==> src/rtl/tsf_pkg.sv <==
package tsf_pkg;

    localparam int COORD_BITS_DEF = 13;
    localparam int FRAC_BITS_DEF  = 16;

    // configuration register widths and reset values
    localparam int DIM_W      = 13;
    localparam int COLOUR_W   = 24;
    localparam int CFG_IDX_W  = 2;
    localparam int CFG_DATA_W = 24;
    localparam int XOUT_W     = 12;

    localparam logic [DIM_W-1:0]    MAX_DIM          = DIM_W'(4096);
    localparam logic [DIM_W-1:0]    WIDTH_RESET      = DIM_W'(640);
    localparam logic [DIM_W-1:0]    HEIGHT_RESET     = DIM_W'(480);
    localparam logic [COLOUR_W-1:0] COLOUR_RESET     = '0;

    typedef enum logic [CFG_IDX_W-1:0] {
        CFG_IMAGE_WIDTH  = 2'd0,
        CFG_IMAGE_HEIGHT = 2'd1,
        CFG_FILL_COLOUR  = 2'd2
    } cfg_idx_t;

    typedef enum logic [1:0] {
        PH_IDLE  = 2'd0,
        PH_LOWER = 2'd1,
        PH_UPPER = 2'd2
    } phase_t;

    // datapath operations, one per control word
    typedef enum logic [3:0] {
        OP_NOP,
        OP_LOAD,
        OP_SWAP01,
        OP_SWAP12,
        OP_MAC0,
        OP_MAC1,
        OP_DIV_SPLIT,
        OP_WB_SPLIT,
        OP_DIV_L0,
        OP_DIV_L1,
        OP_DIV_U0,
        OP_DIV_U1,
        OP_WB_S0,
        OP_WB_L1,
        OP_WB_U1,
        OP_SPAN
    } op_t;

    typedef enum logic [2:0] {
        JC_NEXT,
        JC_ALWAYS,
        JC_DISPATCH,
        JC_UPPER_ONLY,
        JC_TO_UPPER
    } cond_t;

    localparam int PC_W = 5;

    localparam logic [PC_W-1:0] ADDR_IDLE  = PC_W'(0);
    localparam logic [PC_W-1:0] ADDR_SORT  = PC_W'(1);
    localparam logic [PC_W-1:0] ADDR_UPPER = PC_W'(12);
    localparam logic [PC_W-1:0] ADDR_SPAN  = PC_W'(16);

    typedef struct packed {
        op_t             op;
        cond_t           cond;
        logic [PC_W-1:0] target;
        logic            ret;
        logic            wait_div;
        logic            wait_out;
    } ucode_t;

    typedef struct packed {
        logic upper_only;
        logic to_upper;
        logic div_busy;
    } dp_stat_t;

    typedef struct packed {
        logic [XOUT_W-1:0] start_x;
        logic [XOUT_W-1:0] end_x;
        logic              empty;
        logic              last;
    } span_t;

endpackage

==> src/rtl/tsf_div.sv <==
module tsf_div
    import tsf_pkg::*;
#(
    parameter int NUM_W = 32,
    parameter int DEN_W = 13
)
(
    input  logic                    clk,
    input  logic                    rst_n,
    input  logic                    start,
    input  logic signed [NUM_W-1:0] num,
    input  logic        [DEN_W-1:0] den,
    output logic                    busy,
    output logic signed [NUM_W-1:0] quot
);

    localparam int CNT_W = $clog2(NUM_W + 1);

    logic [CNT_W-1:0] cnt_reg, cnt_next;
    logic [NUM_W-1:0] mag_reg, mag_next;
    logic [DEN_W-1:0] rem_reg, rem_next;
    logic [DEN_W-1:0] den_reg, den_next;
    logic             neg_reg, neg_next;
    logic [DEN_W:0]   rem_sh;

    assign busy = (cnt_reg != '0);
    assign quot = neg_reg ? -signed'(mag_reg) : signed'(mag_reg);

    always_comb
    begin
        cnt_next = cnt_reg;
        mag_next = mag_reg;
        rem_next = rem_reg;
        den_next = den_reg;
        neg_next = neg_reg;
        rem_sh   = {rem_reg, mag_reg[NUM_W-1]};
        if (start)
        begin
            cnt_next = CNT_W'(NUM_W);
            neg_next = num[NUM_W-1];
            mag_next = num[NUM_W-1] ? NUM_W'(-num) : NUM_W'(num);
            rem_next = '0;
            den_next = den;
        end
        else if (busy)
        begin
            // one restoring step per cycle, quotient bits shift in from the right
            cnt_next = cnt_reg - CNT_W'(1);
            if (rem_sh >= {1'b0, den_reg})
            begin
                rem_next = DEN_W'(rem_sh - {1'b0, den_reg});
                mag_next = {mag_reg[NUM_W-2:0], 1'b1};
            end
            else
            begin
                rem_next = rem_sh[DEN_W-1:0];
                mag_next = {mag_reg[NUM_W-2:0], 1'b0};
            end
        end
    end

    always_ff @(posedge clk or negedge rst_n)
    begin
        if (!rst_n)
        begin
            cnt_reg <= '0;
        end
        else
        begin
            cnt_reg <= cnt_next;
        end
    end

    always_ff @(posedge clk)
    begin
        mag_reg <= mag_next;
        rem_reg <= rem_next;
        den_reg <= den_next;
        neg_reg <= neg_next;
    end

endmodule

==> src/rtl/tsf_seq.sv <==
module tsf_seq
    import tsf_pkg::*;
(
    input  logic            clk,
    input  logic            rst_n,
    input  logic            in_valid,
    input  logic            in_command,
    input  dp_stat_t        stat,
    input  logic            out_full,
    output op_t             op,
    output logic            in_ready,
    output logic [PC_W-1:0] pc
);

    logic [PC_W-1:0] pc_reg, pc_next;
    logic [PC_W-1:0] step;
    logic [PC_W-1:0] fall;
    ucode_t          uw;
    logic            stall;

    function automatic ucode_t uword(op_t o, cond_t c, logic [PC_W-1:0] t,
                                     logic r, logic wd, logic wo);
        ucode_t u;
        u.op       = o;
        u.cond     = c;
        u.target   = t;
        u.ret      = r;
        u.wait_div = wd;
        u.wait_out = wo;
        return u;
    endfunction

    // microprogram: start items run sort, split and slope set-up, step items
    // run the single span word and, at the lower-to-upper hand-over, the upper slope set-up
    function automatic ucode_t rom(logic [PC_W-1:0] a);
        ucode_t u;
        unique case (a)
            ADDR_IDLE:   u = uword(OP_LOAD,      JC_DISPATCH,   ADDR_SPAN,  1'b0, 1'b0, 1'b0);
            PC_W'(1):    u = uword(OP_SWAP01,    JC_NEXT,       ADDR_IDLE,  1'b0, 1'b0, 1'b0);
            PC_W'(2):    u = uword(OP_SWAP12,    JC_NEXT,       ADDR_IDLE,  1'b0, 1'b0, 1'b0);
            PC_W'(3):    u = uword(OP_SWAP01,    JC_NEXT,       ADDR_IDLE,  1'b0, 1'b0, 1'b0);
            PC_W'(4):    u = uword(OP_MAC0,      JC_NEXT,       ADDR_IDLE,  1'b0, 1'b0, 1'b0);
            PC_W'(5):    u = uword(OP_MAC1,      JC_NEXT,       ADDR_IDLE,  1'b0, 1'b0, 1'b0);
            PC_W'(6):    u = uword(OP_DIV_SPLIT, JC_NEXT,       ADDR_IDLE,  1'b0, 1'b0, 1'b0);
            PC_W'(7):    u = uword(OP_WB_SPLIT,  JC_UPPER_ONLY, ADDR_UPPER, 1'b0, 1'b1, 1'b0);
            PC_W'(8):    u = uword(OP_DIV_L0,    JC_NEXT,       ADDR_IDLE,  1'b0, 1'b0, 1'b0);
            PC_W'(9):    u = uword(OP_WB_S0,     JC_NEXT,       ADDR_IDLE,  1'b0, 1'b1, 1'b0);
            PC_W'(10):   u = uword(OP_DIV_L1,    JC_NEXT,       ADDR_IDLE,  1'b0, 1'b0, 1'b0);
            PC_W'(11):   u = uword(OP_WB_L1,     JC_ALWAYS,     ADDR_IDLE,  1'b0, 1'b1, 1'b0);
            ADDR_UPPER:  u = uword(OP_DIV_U0,    JC_NEXT,       ADDR_IDLE,  1'b0, 1'b0, 1'b0);
            PC_W'(13):   u = uword(OP_WB_S0,     JC_NEXT,       ADDR_IDLE,  1'b0, 1'b1, 1'b0);
            PC_W'(14):   u = uword(OP_DIV_U1,    JC_NEXT,       ADDR_IDLE,  1'b0, 1'b0, 1'b0);
            PC_W'(15):   u = uword(OP_WB_U1,     JC_ALWAYS,     ADDR_IDLE,  1'b0, 1'b1, 1'b0);
            ADDR_SPAN:   u = uword(OP_SPAN,      JC_TO_UPPER,   ADDR_UPPER, 1'b1, 1'b0, 1'b1);
            default:     u = uword(OP_NOP,       JC_ALWAYS,     ADDR_IDLE,  1'b0, 1'b0, 1'b0);
        endcase
        return u;
    endfunction

    assign pc = pc_reg;

    always_comb
    begin
        uw       = rom(pc_reg);
        stall    = (uw.wait_div && stat.div_busy) || (uw.wait_out && out_full);
        in_ready = (uw.cond == JC_DISPATCH);
        step     = pc_reg + PC_W'(1);
        fall     = uw.ret ? ADDR_IDLE : step;
        op       = OP_NOP;
        pc_next  = pc_reg;
        if (!stall)
        begin
            op = uw.op;
            unique case (uw.cond)
                JC_NEXT:
                begin
                    pc_next = step;
                end
                JC_ALWAYS:
                begin
                    pc_next = uw.target;
                end
                JC_DISPATCH:
                begin
                    // vertices are loaded only on a start transfer
                    if (!in_valid)
                    begin
                        op = OP_NOP;
                    end
                    else if (in_command)
                    begin
                        op      = OP_NOP;
                        pc_next = uw.target;
                    end
                    else
                    begin
                        pc_next = step;
                    end
                end
                JC_UPPER_ONLY:
                begin
                    pc_next = stat.upper_only ? uw.target : fall;
                end
                JC_TO_UPPER:
                begin
                    pc_next = stat.to_upper ? uw.target : fall;
                end
                default:
                begin
                    pc_next = ADDR_IDLE;
                end
            endcase
        end
    end

    always_ff @(posedge clk or negedge rst_n)
    begin
        if (!rst_n)
        begin
            pc_reg <= ADDR_IDLE;
        end
        else
        begin
            pc_reg <= pc_next;
        end
    end

endmodule

==> src/rtl/tsf_dp.sv <==
module tsf_dp
    import tsf_pkg::*;
#(
    parameter int COORD_BITS = COORD_BITS_DEF,
    parameter int FRAC_BITS  = FRAC_BITS_DEF
)
(
    input  logic                         clk,
    input  logic                         rst_n,
    input  op_t                          op,
    input  logic [6*COORD_BITS-1:0]      vert_in,
    input  logic [DIM_W-1:0]             image_width,
    input  logic [DIM_W-1:0]             image_height,
    output dp_stat_t                     stat,
    output logic                         span_emit,
    output logic signed [COORD_BITS-1:0] span_row,
    output span_t                        span
);

    localparam int CW1   = COORD_BITS + 1;
    localparam int POS_W = COORD_BITS + FRAC_BITS + 3;
    localparam int XA_W  = POS_W - FRAC_BITS;
    localparam int DIV_W = (2 * COORD_BITS + 3 > POS_W) ? 2 * COORD_BITS + 3 : POS_W;
    localparam int PRD_W = 2 * CW1;
    localparam int CMP_W = (XA_W > DIM_W + 2) ? XA_W : DIM_W + 2;

    logic signed [COORD_BITS-1:0] vx_reg [3];
    logic signed [COORD_BITS-1:0] vx_next [3];
    logic signed [COORD_BITS-1:0] vy_reg [3];
    logic signed [COORD_BITS-1:0] vy_next [3];
    logic signed [COORD_BITS-1:0] split_reg, split_next;
    logic signed [POS_W-1:0]      slope_reg [2];
    logic signed [POS_W-1:0]      slope_next [2];
    logic signed [POS_W-1:0]      pos_reg [2];
    logic signed [POS_W-1:0]      pos_next [2];
    logic signed [COORD_BITS-1:0] row_reg, row_next;
    phase_t                       phase_reg, phase_next;
    logic signed [DIV_W-1:0]      acc_reg, acc_next;
    logic                         dz_reg, dz_next;

    logic signed [CW1-1:0]        dx10, dx20, dx21, dxs0, dx2s;
    logic signed [CW1-1:0]        d10, d20, d21;
    logic signed [CW1-1:0]        ma, mb;
    logic signed [PRD_W-1:0]      prod;

    logic                         div_start;
    logic signed [DIV_W-1:0]      div_num;
    logic [COORD_BITS-1:0]        div_den;
    logic                         div_busy;
    logic signed [DIV_W-1:0]      div_quot;
    logic signed [POS_W-1:0]      slope_q;

    logic signed [XA_W-1:0]       xa, xb;
    logic signed [CMP_W-1:0]      xa_c, xb_c, lo, hi, lo_cl, hi_cl;
    logic signed [CMP_W-1:0]      row_c, w_c, h_c;
    logic [DIM_W-1:0]             w_eff;
    logic                         empty;
    logic                         active;
    logic                         lower_end, upper_exists, upper_end;

    tsf_div #(
        .NUM_W (DIV_W),
        .DEN_W (COORD_BITS)
    ) u_div (
        .clk   (clk),
        .rst_n (rst_n),
        .start (div_start),
        .num   (div_num),
        .den   (div_den),
        .busy  (div_busy),
        .quot  (div_quot)
    );

    always_comb
    begin
        dx10 = CW1'(vx_reg[1]) - CW1'(vx_reg[0]);
        dx20 = CW1'(vx_reg[2]) - CW1'(vx_reg[0]);
        dx21 = CW1'(vx_reg[2]) - CW1'(vx_reg[1]);
        dxs0 = CW1'(split_reg) - CW1'(vx_reg[0]);
        dx2s = CW1'(vx_reg[2]) - CW1'(split_reg);
        d10  = CW1'(vy_reg[1]) - CW1'(vy_reg[0]);
        d20  = CW1'(vy_reg[2]) - CW1'(vy_reg[0]);
        d21  = CW1'(vy_reg[2]) - CW1'(vy_reg[1]);
    end

    // one shared multiplier for the split point numerator
    always_comb
    begin
        ma   = (op == OP_MAC0) ? CW1'(vx_reg[0]) : d10;
        mb   = (op == OP_MAC0) ? d20 : dx20;
        prod = PRD_W'(ma) * PRD_W'(mb);
    end

    always_comb
    begin
        div_start = 1'b0;
        div_num   = '0;
        div_den   = '0;
        unique case (op)
            OP_DIV_SPLIT:
            begin
                div_start = 1'b1;
                div_num   = acc_reg;
                div_den   = d20[COORD_BITS-1:0];
            end
            OP_DIV_L0:
            begin
                div_start = 1'b1;
                div_num   = DIV_W'(dx10) <<< FRAC_BITS;
                div_den   = d10[COORD_BITS-1:0];
            end
            OP_DIV_L1:
            begin
                div_start = 1'b1;
                div_num   = DIV_W'(dxs0) <<< FRAC_BITS;
                div_den   = d10[COORD_BITS-1:0];
            end
            OP_DIV_U0:
            begin
                div_start = 1'b1;
                div_num   = DIV_W'(dx21) <<< FRAC_BITS;
                div_den   = d21[COORD_BITS-1:0];
            end
            OP_DIV_U1:
            begin
                div_start = 1'b1;
                div_num   = DIV_W'(dx2s) <<< FRAC_BITS;
                div_den   = d21[COORD_BITS-1:0];
            end
            default:
            begin
            end
        endcase
    end

    // span geometry: edge positions truncated toward zero, then clipped
    always_comb
    begin
        xa = pos_reg[0][POS_W-1:FRAC_BITS]
           + XA_W'(pos_reg[0][POS_W-1] && (pos_reg[0][FRAC_BITS-1:0] != '0));
        xb = pos_reg[1][POS_W-1:FRAC_BITS]
           + XA_W'(pos_reg[1][POS_W-1] && (pos_reg[1][FRAC_BITS-1:0] != '0));
        xa_c  = CMP_W'(xa);
        xb_c  = CMP_W'(xb);
        lo    = (xa_c < xb_c) ? xa_c : xb_c;
        hi    = (xa_c < xb_c) ? xb_c : xa_c;
        w_eff = (image_width > MAX_DIM) ? MAX_DIM : image_width;
        w_c   = CMP_W'(signed'({1'b0, w_eff}));
        h_c   = CMP_W'(signed'({1'b0, image_height}));
        row_c = CMP_W'(row_reg);
        empty = (row_c < 0) || (row_c >= h_c) || (hi < 0) || (lo >= w_c);
        lo_cl = (lo < 0) ? '0 : lo;
        hi_cl = (hi > w_c - CMP_W'(1)) ? w_c - CMP_W'(1) : hi;

        active       = (phase_reg == PH_LOWER) || (phase_reg == PH_UPPER);
        lower_end    = (row_reg >= vy_reg[1]);
        upper_exists = (vy_reg[2] > vy_reg[1]);
        upper_end    = (CW1'(row_reg) <= CW1'(vy_reg[1]) + CW1'(1));

        span_emit     = (op == OP_SPAN) && active;
        span_row      = row_reg;
        span.empty    = empty;
        span.start_x  = empty ? '0 : lo_cl[XOUT_W-1:0];
        span.end_x    = empty ? '0 : hi_cl[XOUT_W-1:0];
        span.last     = (phase_reg == PH_LOWER) ? (lower_end && !upper_exists) : upper_end;

        stat.upper_only = (vy_reg[0] == vy_reg[1]) && upper_exists;
        stat.to_upper   = (phase_reg == PH_LOWER) && lower_end && upper_exists;
        stat.div_busy   = div_busy;
    end

    always_comb
    begin
        vx_next    = vx_reg;
        vy_next    = vy_reg;
        split_next = split_reg;
        slope_next = slope_reg;
        pos_next   = pos_reg;
        row_next   = row_reg;
        phase_next = phase_reg;
        acc_next   = acc_reg;
        dz_next    = div_start ? (div_den == '0) : dz_reg;
        slope_q    = dz_reg ? '0 : div_quot[POS_W-1:0];
        unique case (op)
            OP_LOAD:
            begin
                for (int i = 0; i < 3; i++)
                begin
                    vx_next[i] = vert_in[2*i*COORD_BITS +: COORD_BITS];
                    vy_next[i] = vert_in[(2*i+1)*COORD_BITS +: COORD_BITS];
                end
                phase_next = PH_IDLE;
            end
            OP_SWAP01:
            begin
                if (vy_reg[1] < vy_reg[0])
                begin
                    vx_next[0] = vx_reg[1];
                    vy_next[0] = vy_reg[1];
                    vx_next[1] = vx_reg[0];
                    vy_next[1] = vy_reg[0];
                end
            end
            OP_SWAP12:
            begin
                if (vy_reg[2] < vy_reg[1])
                begin
                    vx_next[1] = vx_reg[2];
                    vy_next[1] = vy_reg[2];
                    vx_next[2] = vx_reg[1];
                    vy_next[2] = vy_reg[1];
                end
            end
            OP_MAC0:
            begin
                acc_next = DIV_W'(prod);
            end
            OP_MAC1:
            begin
                acc_next = acc_reg + DIV_W'(prod);
            end
            OP_WB_SPLIT:
            begin
                // all three rows equal: split sits on the last vertex
                split_next = dz_reg ? vx_reg[2] : div_quot[COORD_BITS-1:0];
            end
            OP_WB_S0:
            begin
                slope_next[0] = slope_q;
            end
            OP_WB_L1:
            begin
                slope_next[1] = slope_q;
                pos_next[0]   = POS_W'(vx_reg[0]) <<< FRAC_BITS;
                pos_next[1]   = POS_W'(vx_reg[0]) <<< FRAC_BITS;
                row_next      = vy_reg[0];
                phase_next    = PH_LOWER;
            end
            OP_WB_U1:
            begin
                slope_next[1] = slope_q;
                pos_next[0]   = POS_W'(vx_reg[2]) <<< FRAC_BITS;
                pos_next[1]   = POS_W'(vx_reg[2]) <<< FRAC_BITS;
                row_next      = vy_reg[2];
                phase_next    = PH_UPPER;
            end
            OP_SPAN:
            begin
                if (phase_reg == PH_LOWER)
                begin
                    pos_next[0] = pos_reg[0] + slope_reg[0];
                    pos_next[1] = pos_reg[1] + slope_reg[1];
                    row_next    = row_reg + COORD_BITS'(1);
                    if (lower_end && !upper_exists)
                    begin
                        phase_next = PH_IDLE;
                    end
                end
                else if (phase_reg == PH_UPPER)
                begin
                    pos_next[0] = pos_reg[0] - slope_reg[0];
                    pos_next[1] = pos_reg[1] - slope_reg[1];
                    row_next    = row_reg - COORD_BITS'(1);
                    if (upper_end)
                    begin
                        phase_next = PH_IDLE;
                    end
                end
            end
            default:
            begin
            end
        endcase
    end

    always_ff @(posedge clk or negedge rst_n)
    begin
        if (!rst_n)
        begin
            phase_reg <= PH_IDLE;
        end
        else
        begin
            phase_reg <= phase_next;
        end
    end

    always_ff @(posedge clk)
    begin
        vx_reg    <= vx_next;
        vy_reg    <= vy_next;
        split_reg <= split_next;
        slope_reg <= slope_next;
        pos_reg   <= pos_next;
        row_reg   <= row_next;
        acc_reg   <= acc_next;
        dz_reg    <= dz_next;
    end

endmodule

==> src/rtl/triangle_scanline_fill.sv <==
// channel   direction  handshake          payload
// s_axis    in         s_tvalid/s_tready  s_tdata vertices, s_tuser command
// m_axis    out        m_tvalid/m_tready  m_tdata span, m_tuser empty, m_tlast last
// cfg       in         cfg_valid/cfg_ready cfg_index, cfg_data
//
// a step item runs the dispatch word then the span word (longer if m side stalls)
// a start item runs three radix-2 divisions of DIV_W bits, DIV_W = max(2*COORD_BITS+3,
// COORD_BITS+FRAC_BITS+3); the lower-to-upper hand-over inside a triangle adds two divisions
// reset clears sequencer, phase, divider count and output valid, and loads the config reset values
// the output register lets a new item in while a span waits on m_tready
module triangle_scanline_fill
    import tsf_pkg::*;
#(
    parameter int COORD_BITS = COORD_BITS_DEF,
    parameter int FRAC_BITS  = FRAC_BITS_DEF
)
(
    input  logic                  clk,
    input  logic                  rst_n,
    input  logic                  s_tvalid,
    output logic                  s_tready,
    // vertex_a_x, vertex_a_y, vertex_b_x, vertex_b_y, vertex_c_x, vertex_c_y
    input  logic [((6*COORD_BITS+7)/8)*8-1:0] s_tdata,
    // command
    input  logic [0:0]            s_tuser,
    output logic                  m_tvalid,
    input  logic                  m_tready,
    // span_row, span_start_x, span_end_x, span_colour
    output logic [((COORD_BITS+2*XOUT_W+COLOUR_W+7)/8)*8-1:0] m_tdata,
    // span_empty
    output logic [0:0]            m_tuser,
    output logic                  m_tlast,
    input  logic                  cfg_valid,
    output logic                  cfg_ready,
    input  logic [CFG_IDX_W-1:0]  cfg_index,
    input  logic [CFG_DATA_W-1:0] cfg_data
);

    localparam int OUT_W = ((COORD_BITS + 2 * XOUT_W + COLOUR_W + 7) / 8) * 8;

    logic [DIM_W-1:0]    width_reg;
    logic [DIM_W-1:0]    height_reg;
    logic [COLOUR_W-1:0] colour_reg;

    op_t                          op;
    dp_stat_t                     stat;
    logic [PC_W-1:0]              pc;
    logic                         span_emit;
    logic signed [COORD_BITS-1:0] span_row;
    span_t                        span;

    logic             out_valid_reg, out_valid_next;
    logic [OUT_W-1:0] out_data_reg;
    logic             out_empty_reg;
    logic             out_last_reg;

    assign cfg_ready = 1'b1;

    tsf_seq u_seq (
        .clk        (clk),
        .rst_n      (rst_n),
        .in_valid   (s_tvalid),
        .in_command (s_tuser[0]),
        .stat       (stat),
        .out_full   (out_valid_reg),
        .op         (op),
        .in_ready   (s_tready),
        .pc         (pc)
    );

    tsf_dp #(
        .COORD_BITS (COORD_BITS),
        .FRAC_BITS  (FRAC_BITS)
    ) u_dp (
        .clk          (clk),
        .rst_n        (rst_n),
        .op           (op),
        .vert_in      (s_tdata[6*COORD_BITS-1:0]),
        .image_width  (width_reg),
        .image_height (height_reg),
        .stat         (stat),
        .span_emit    (span_emit),
        .span_row     (span_row),
        .span         (span)
    );

    always_ff @(posedge clk or negedge rst_n)
    begin
        if (!rst_n)
        begin
            width_reg  <= WIDTH_RESET;
            height_reg <= HEIGHT_RESET;
            colour_reg <= COLOUR_RESET;
        end
        else if (cfg_valid)
        begin
            unique case (cfg_index)
                CFG_IMAGE_WIDTH:  width_reg  <= cfg_data[DIM_W-1:0];
                CFG_IMAGE_HEIGHT: height_reg <= cfg_data[DIM_W-1:0];
                CFG_FILL_COLOUR:  colour_reg <= cfg_data[COLOUR_W-1:0];
                default:
                begin
                end
            endcase
        end
    end

    // the span word waits on a full output register, so a load never overwrites
    always_comb
    begin
        out_valid_next = out_valid_reg;
        if (out_valid_reg && m_tready)
        begin
            out_valid_next = 1'b0;
        end
        if (span_emit)
        begin
            out_valid_next = 1'b1;
        end
    end

    always_ff @(posedge clk or negedge rst_n)
    begin
        if (!rst_n)
        begin
            out_valid_reg <= 1'b0;
        end
        else
        begin
            out_valid_reg <= out_valid_next;
        end
    end

    always_ff @(posedge clk)
    begin
        if (span_emit)
        begin
            out_data_reg  <= OUT_W'({colour_reg, span.end_x, span.start_x, span_row});
            out_empty_reg <= span.empty;
            out_last_reg  <= span.last;
        end
    end

    assign m_tvalid   = out_valid_reg;
    assign m_tdata    = out_data_reg;
    assign m_tuser[0] = out_empty_reg;
    assign m_tlast    = out_last_reg;

    a_no_take_while_dividing: assert property (@(posedge clk) disable iff (!rst_n)
        stat.div_busy |-> !s_tready)
        else $error("input taken while a division is running");

    a_emit_into_free_slot: assert property (@(posedge clk) disable iff (!rst_n)
        span_emit |-> !out_valid_reg)
        else $error("span loaded over a waiting result");

    a_start_enters_sort: assert property (@(posedge clk) disable iff (!rst_n)
        (s_tvalid && s_tready && !s_tuser[0]) |=> (pc == ADDR_SORT))
        else $error("start transfer did not enter the sort steps");

endmodule

==> config.mk <==
export PLATFORM = sky130hd
export DESIGN_NAME = triangle_scanline_fill
export DESIGN_NICKNAME = d
export VERILOG_FILES = /design/src/rtl/tsf_pkg.sv /design/src/rtl/tsf_div.sv /design/src/rtl/tsf_seq.sv /design/src/rtl/tsf_dp.sv /design/src/rtl/triangle_scanline_fill.sv
export SDC_FILE = /design/constraint.sdc
export NUM_CORES = 2
export LEC_CHECK = 0
export BUFFER_PORTS_ARGS = -buffer_cell sky130_fd_sc_hd__buf_2
export CAP_MARGIN = 30
export CORE_UTILIZATION = 35
export CTS_CLUSTER_DIAMETER = 30
export DETAILED_ROUTE_END_ITERATION = 12
export GPL_ROUTABILITY_DRIVEN = 0
export GPL_TIMING_DRIVEN = 0
export PLACE_DENSITY_LB_ADDON = 0.2
export SYNTH_ARGS = -nofsm -noshare
export SYNTH_HDL_FRONTEND = slang
export SYNTH_SLANG_ARGS = --single-unit
==> constraint.sdc <==
create_clock -name clk -period 32.7 [get_ports clk]
set_input_delay 1.635 -clock clk [delete_from_list [all_inputs] [get_ports clk]]
set_output_delay 1.635 -clock clk [all_outputs]
set_load 0.02 [all_outputs]
==> reports/summary.md <==
The flip-flop cell with the highest count after synthesis was edfxtp_1. A synthesized cell averages 9.25 um2. The startpoint-to-endpoint class of the critical path was flip-flop to flip-flop.

The gate count after technology mapping was 4576; the post-detailed-route DRC marker count was 0. The total number of nets in the final design is 5624, and the floorplan die width is 350 um. The estimated wirelength of the detail-placed design is 114 mm. The logs give 35500 for the total via count in the routed design and 0 for the number of buffers inserted by hold repair at cts. The largest single stage delay on the critical path is 0.85 ns.

The post-route fraction of the period consumed by the critical path works out to 0.393. In the layout the commonest cells are inv_1, nor2_1, ha_1. The proportion of layout cells with a drive suffix above 1 is 0.113, and the max-capacitance violation count is 0. Buffers added to address setup during post-CTS repair amount to 0. Row generation in the floorplan step produced 127 rows. The final critical delay including setup and external delays was 12.86 ns; the final routed wirelength across all metal layers was 141 mm. For the number of H-tree levels, the log shows 4.

Most numerous cell on the critical path: inv_1. The total global routing overflow is 0. After clock tree synthesis, the repair step resized 0 gates. STA classifies the critical path startpoint as a flip-flop.

The run gives 0.353 as the starting utilization of the core area. The relative slew slack is 0.303, and the area growth from synthesis to final layout is 19.2%. After synthesis, the cell types taking the most area are edfxtp_1, ha_1, fa_1.

The number of flops mapped to enable cells by yosys works out to 374. The slowest library cell on the worst path was a21oi_1. Number of pins with negative max-slew slack in the final report: 0.

The number of hold-slack violations in the final timing report was 0; the number of port buffers was 174. TritonCTS built the clock tree. The post-synthesis register bit count works out to 451. Type of element capturing the critical path: a flip-flop. The run gives 0 as the remaining antenna violation count. Counting the fill cells in the layout gives 11800.

Buffers inserted during clock tree synthesis total 131. The tools report the combined global-route utilization of all metal layers as 0.232. The first global-routing pass estimated 214 mm of wire. The number of antenna violations at the first check in global routing was 4. The post-synthesis instance area was 42300 um2. Derived from the worst setup path, the maximum achievable clock frequency is 77.8 MHz. Entering global routing, the biggest net connects 59 pins. The run finished with clean final reports. The actual slew at the worst max-slew pin was 1.05 ns; the clock network latency to the later pin of the worst-skew pair was 0.76 ns. Most frequent standard cell in the layout excluding fill and tap cells: inv_1. The clock net in this run drives a total of 451 sinks. Using the TritonRoute via totals, the vias-per-cell ratio works out to 5.36. The portion of synthesized cell area occupied by the leading cell type is 0.265. Setup repair after global routing left no endpoint under its margin. Total I/O pin count: 181.

The final setup skew came out at 0.0776 ns. At the worst endpoint, the arrival time is 13.32 ns. The die is 350 um tall. The logs give 33.16 ns for the endpoint required time on the critical path and 3 for the largest buffer count on any clock path. The fraction of registers with async set/reset came out at 0.142. On the critical path the largest part of the delay comes from compound AO/OA/AOI/OAI gates.

For the sequential share of the synthesized area, the log shows 0.310. The die covers 122000 um2. After synthesis, the netlist uses 107 different library cells.

For this run, the number of Yosys warnings is 0. The peak fanout along the critical path came out at 17. The tools report the placeable core region as 120000 um2. The per-cell routed wire length works out to 21.3 um. The worst min-delay path class was flip-flop to flip-flop. After routing, the total negative slack on setup checks comes to 0 ns. The number of global-route vias before repair came out at 35500. Counting both buffers and inverters, the worst setup path holds a total of 10.

After clock tree synthesis, the clock-pin slew on the worst setup and hold paths is 0.05 ns. The tree is rooted in a clkbuf_16. The count of routing violations after the opening detailed-route iteration is 2505. The logs give 0 for the total setup violations reported at the end of the flow and 7 for the first-pass detailed-route iteration total. The cell taking the most area after synthesis is edfxtp_1.
-- area by class of cell --
cell class / instances / area [um2] / area share
clock inverter: 90 / 1350 / 0.0267
tap: 1612 / 2020 / 0.0400
multi-input combinational: 3512 / 27000 / 0.535
antenna: 3 / 7.51 / 0.000149
buffer: 133 / 547 / 0.0108
clock buffer: 154 / 3380 / 0.0671
inverter: 482 / 1810 / 0.0359
sequential: 451 / 13100 / 0.260
timing repair buffer: 197 / 1260 / 0.0249
-- kinds of logic after synthesis --
family                     synth area share
AOI/OAI and AO/OA                     0.161
xor gates and xnor gates             0.0727
adders and majority gates             0.216
buffers and inverters                0.0557
DFF                                   0.310
muxes                                0.0342
other                              0.000177
and+or+nand+nor                       0.151
-- stage by stage --
step	instance area (um2)	hold WS (ns)	setup WS (ns)	util	instances
2_1_floorplan	42300	0.419	20.46	-	4578
3_3_place_gp	45200	0.422	17.10	0.377	6364
3_5_place_dp	45700	0.428	19.44	0.381	6387
4_1_cts	50400	0.436	19.88	0.420	6631
5_1_grt	50400	0.444	19.11	0.420	6631
6_report	50400	0.437	19.84	0.420	6634
-- cells in the mapped netlist (all sizes together) (13+ instances only) --
master,n
a21oi,262
nand3,74
nand4,37
o41ai,15
mux2,64
clkbuf,104
a22oi,35
edfxtp,374
mux2i,72
xnor2,189
o21bai,29
and2,33
dfxtp,13
buf,29
and4,13
xor2,162
a21boi,24
a21o,115
nand2,378
a31oi,51
o211ai,16
or3,32
a211oi,45
nand2b,47
nor2b,54
o21ai,278
fa,209
or2,31
o21a,41
nor4,32
nor3,88
o31ai,29
dfrtp,58
nor2,453
ha,395
inv,481
and3,36
-- worst reg2reg max path, delay by kind of cell, from the launching register on --
kind / cells / cell delay [ns]
buffers and inverters: 10 / 1.33
and+or+nand+nor: 9 / 2.43
xor gates and xnor gates: 1 / 0.15
DFF: 1 / 0.36
adders and majority gates: 9 / 4.15
AOI/OAI and AO/OA: 15 / 4.21
-- final timing paths --
path / from / to / slack, ns / cells after the start
min in group asynchronous: rst_n / u_dp.u_div.cnt_reg[0] / 0.76 / 1
worst max register to register: u_seq.pc[0] / u_dp.acc_reg[29] / 19.84 / 44
worst max-delay path: u_seq.pc[0] / u_dp.acc_reg[29] / 19.84 / 44
worst min-delay path: colour_reg[16] / m_tdata[53] / 0.44 / 0
max in group asynchronous: rst_n / height_reg[5] / 31.36 / 2
worst min register to register: colour_reg[16] / m_tdata[53] / 0.44 / 0
-- routing by layer --
metal  vias up  global-route usage  wire, um
met1     17400               0.292     60300
met4         0               0.110      6610
met2      1007               0.389     66800
met5         -                   0         0
li1      16900                   -         -
met3       280              0.0326      7390
Power is not shown: default switching activity piles up to over one toggle a cycle in this logic, so the estimate is an artifact.
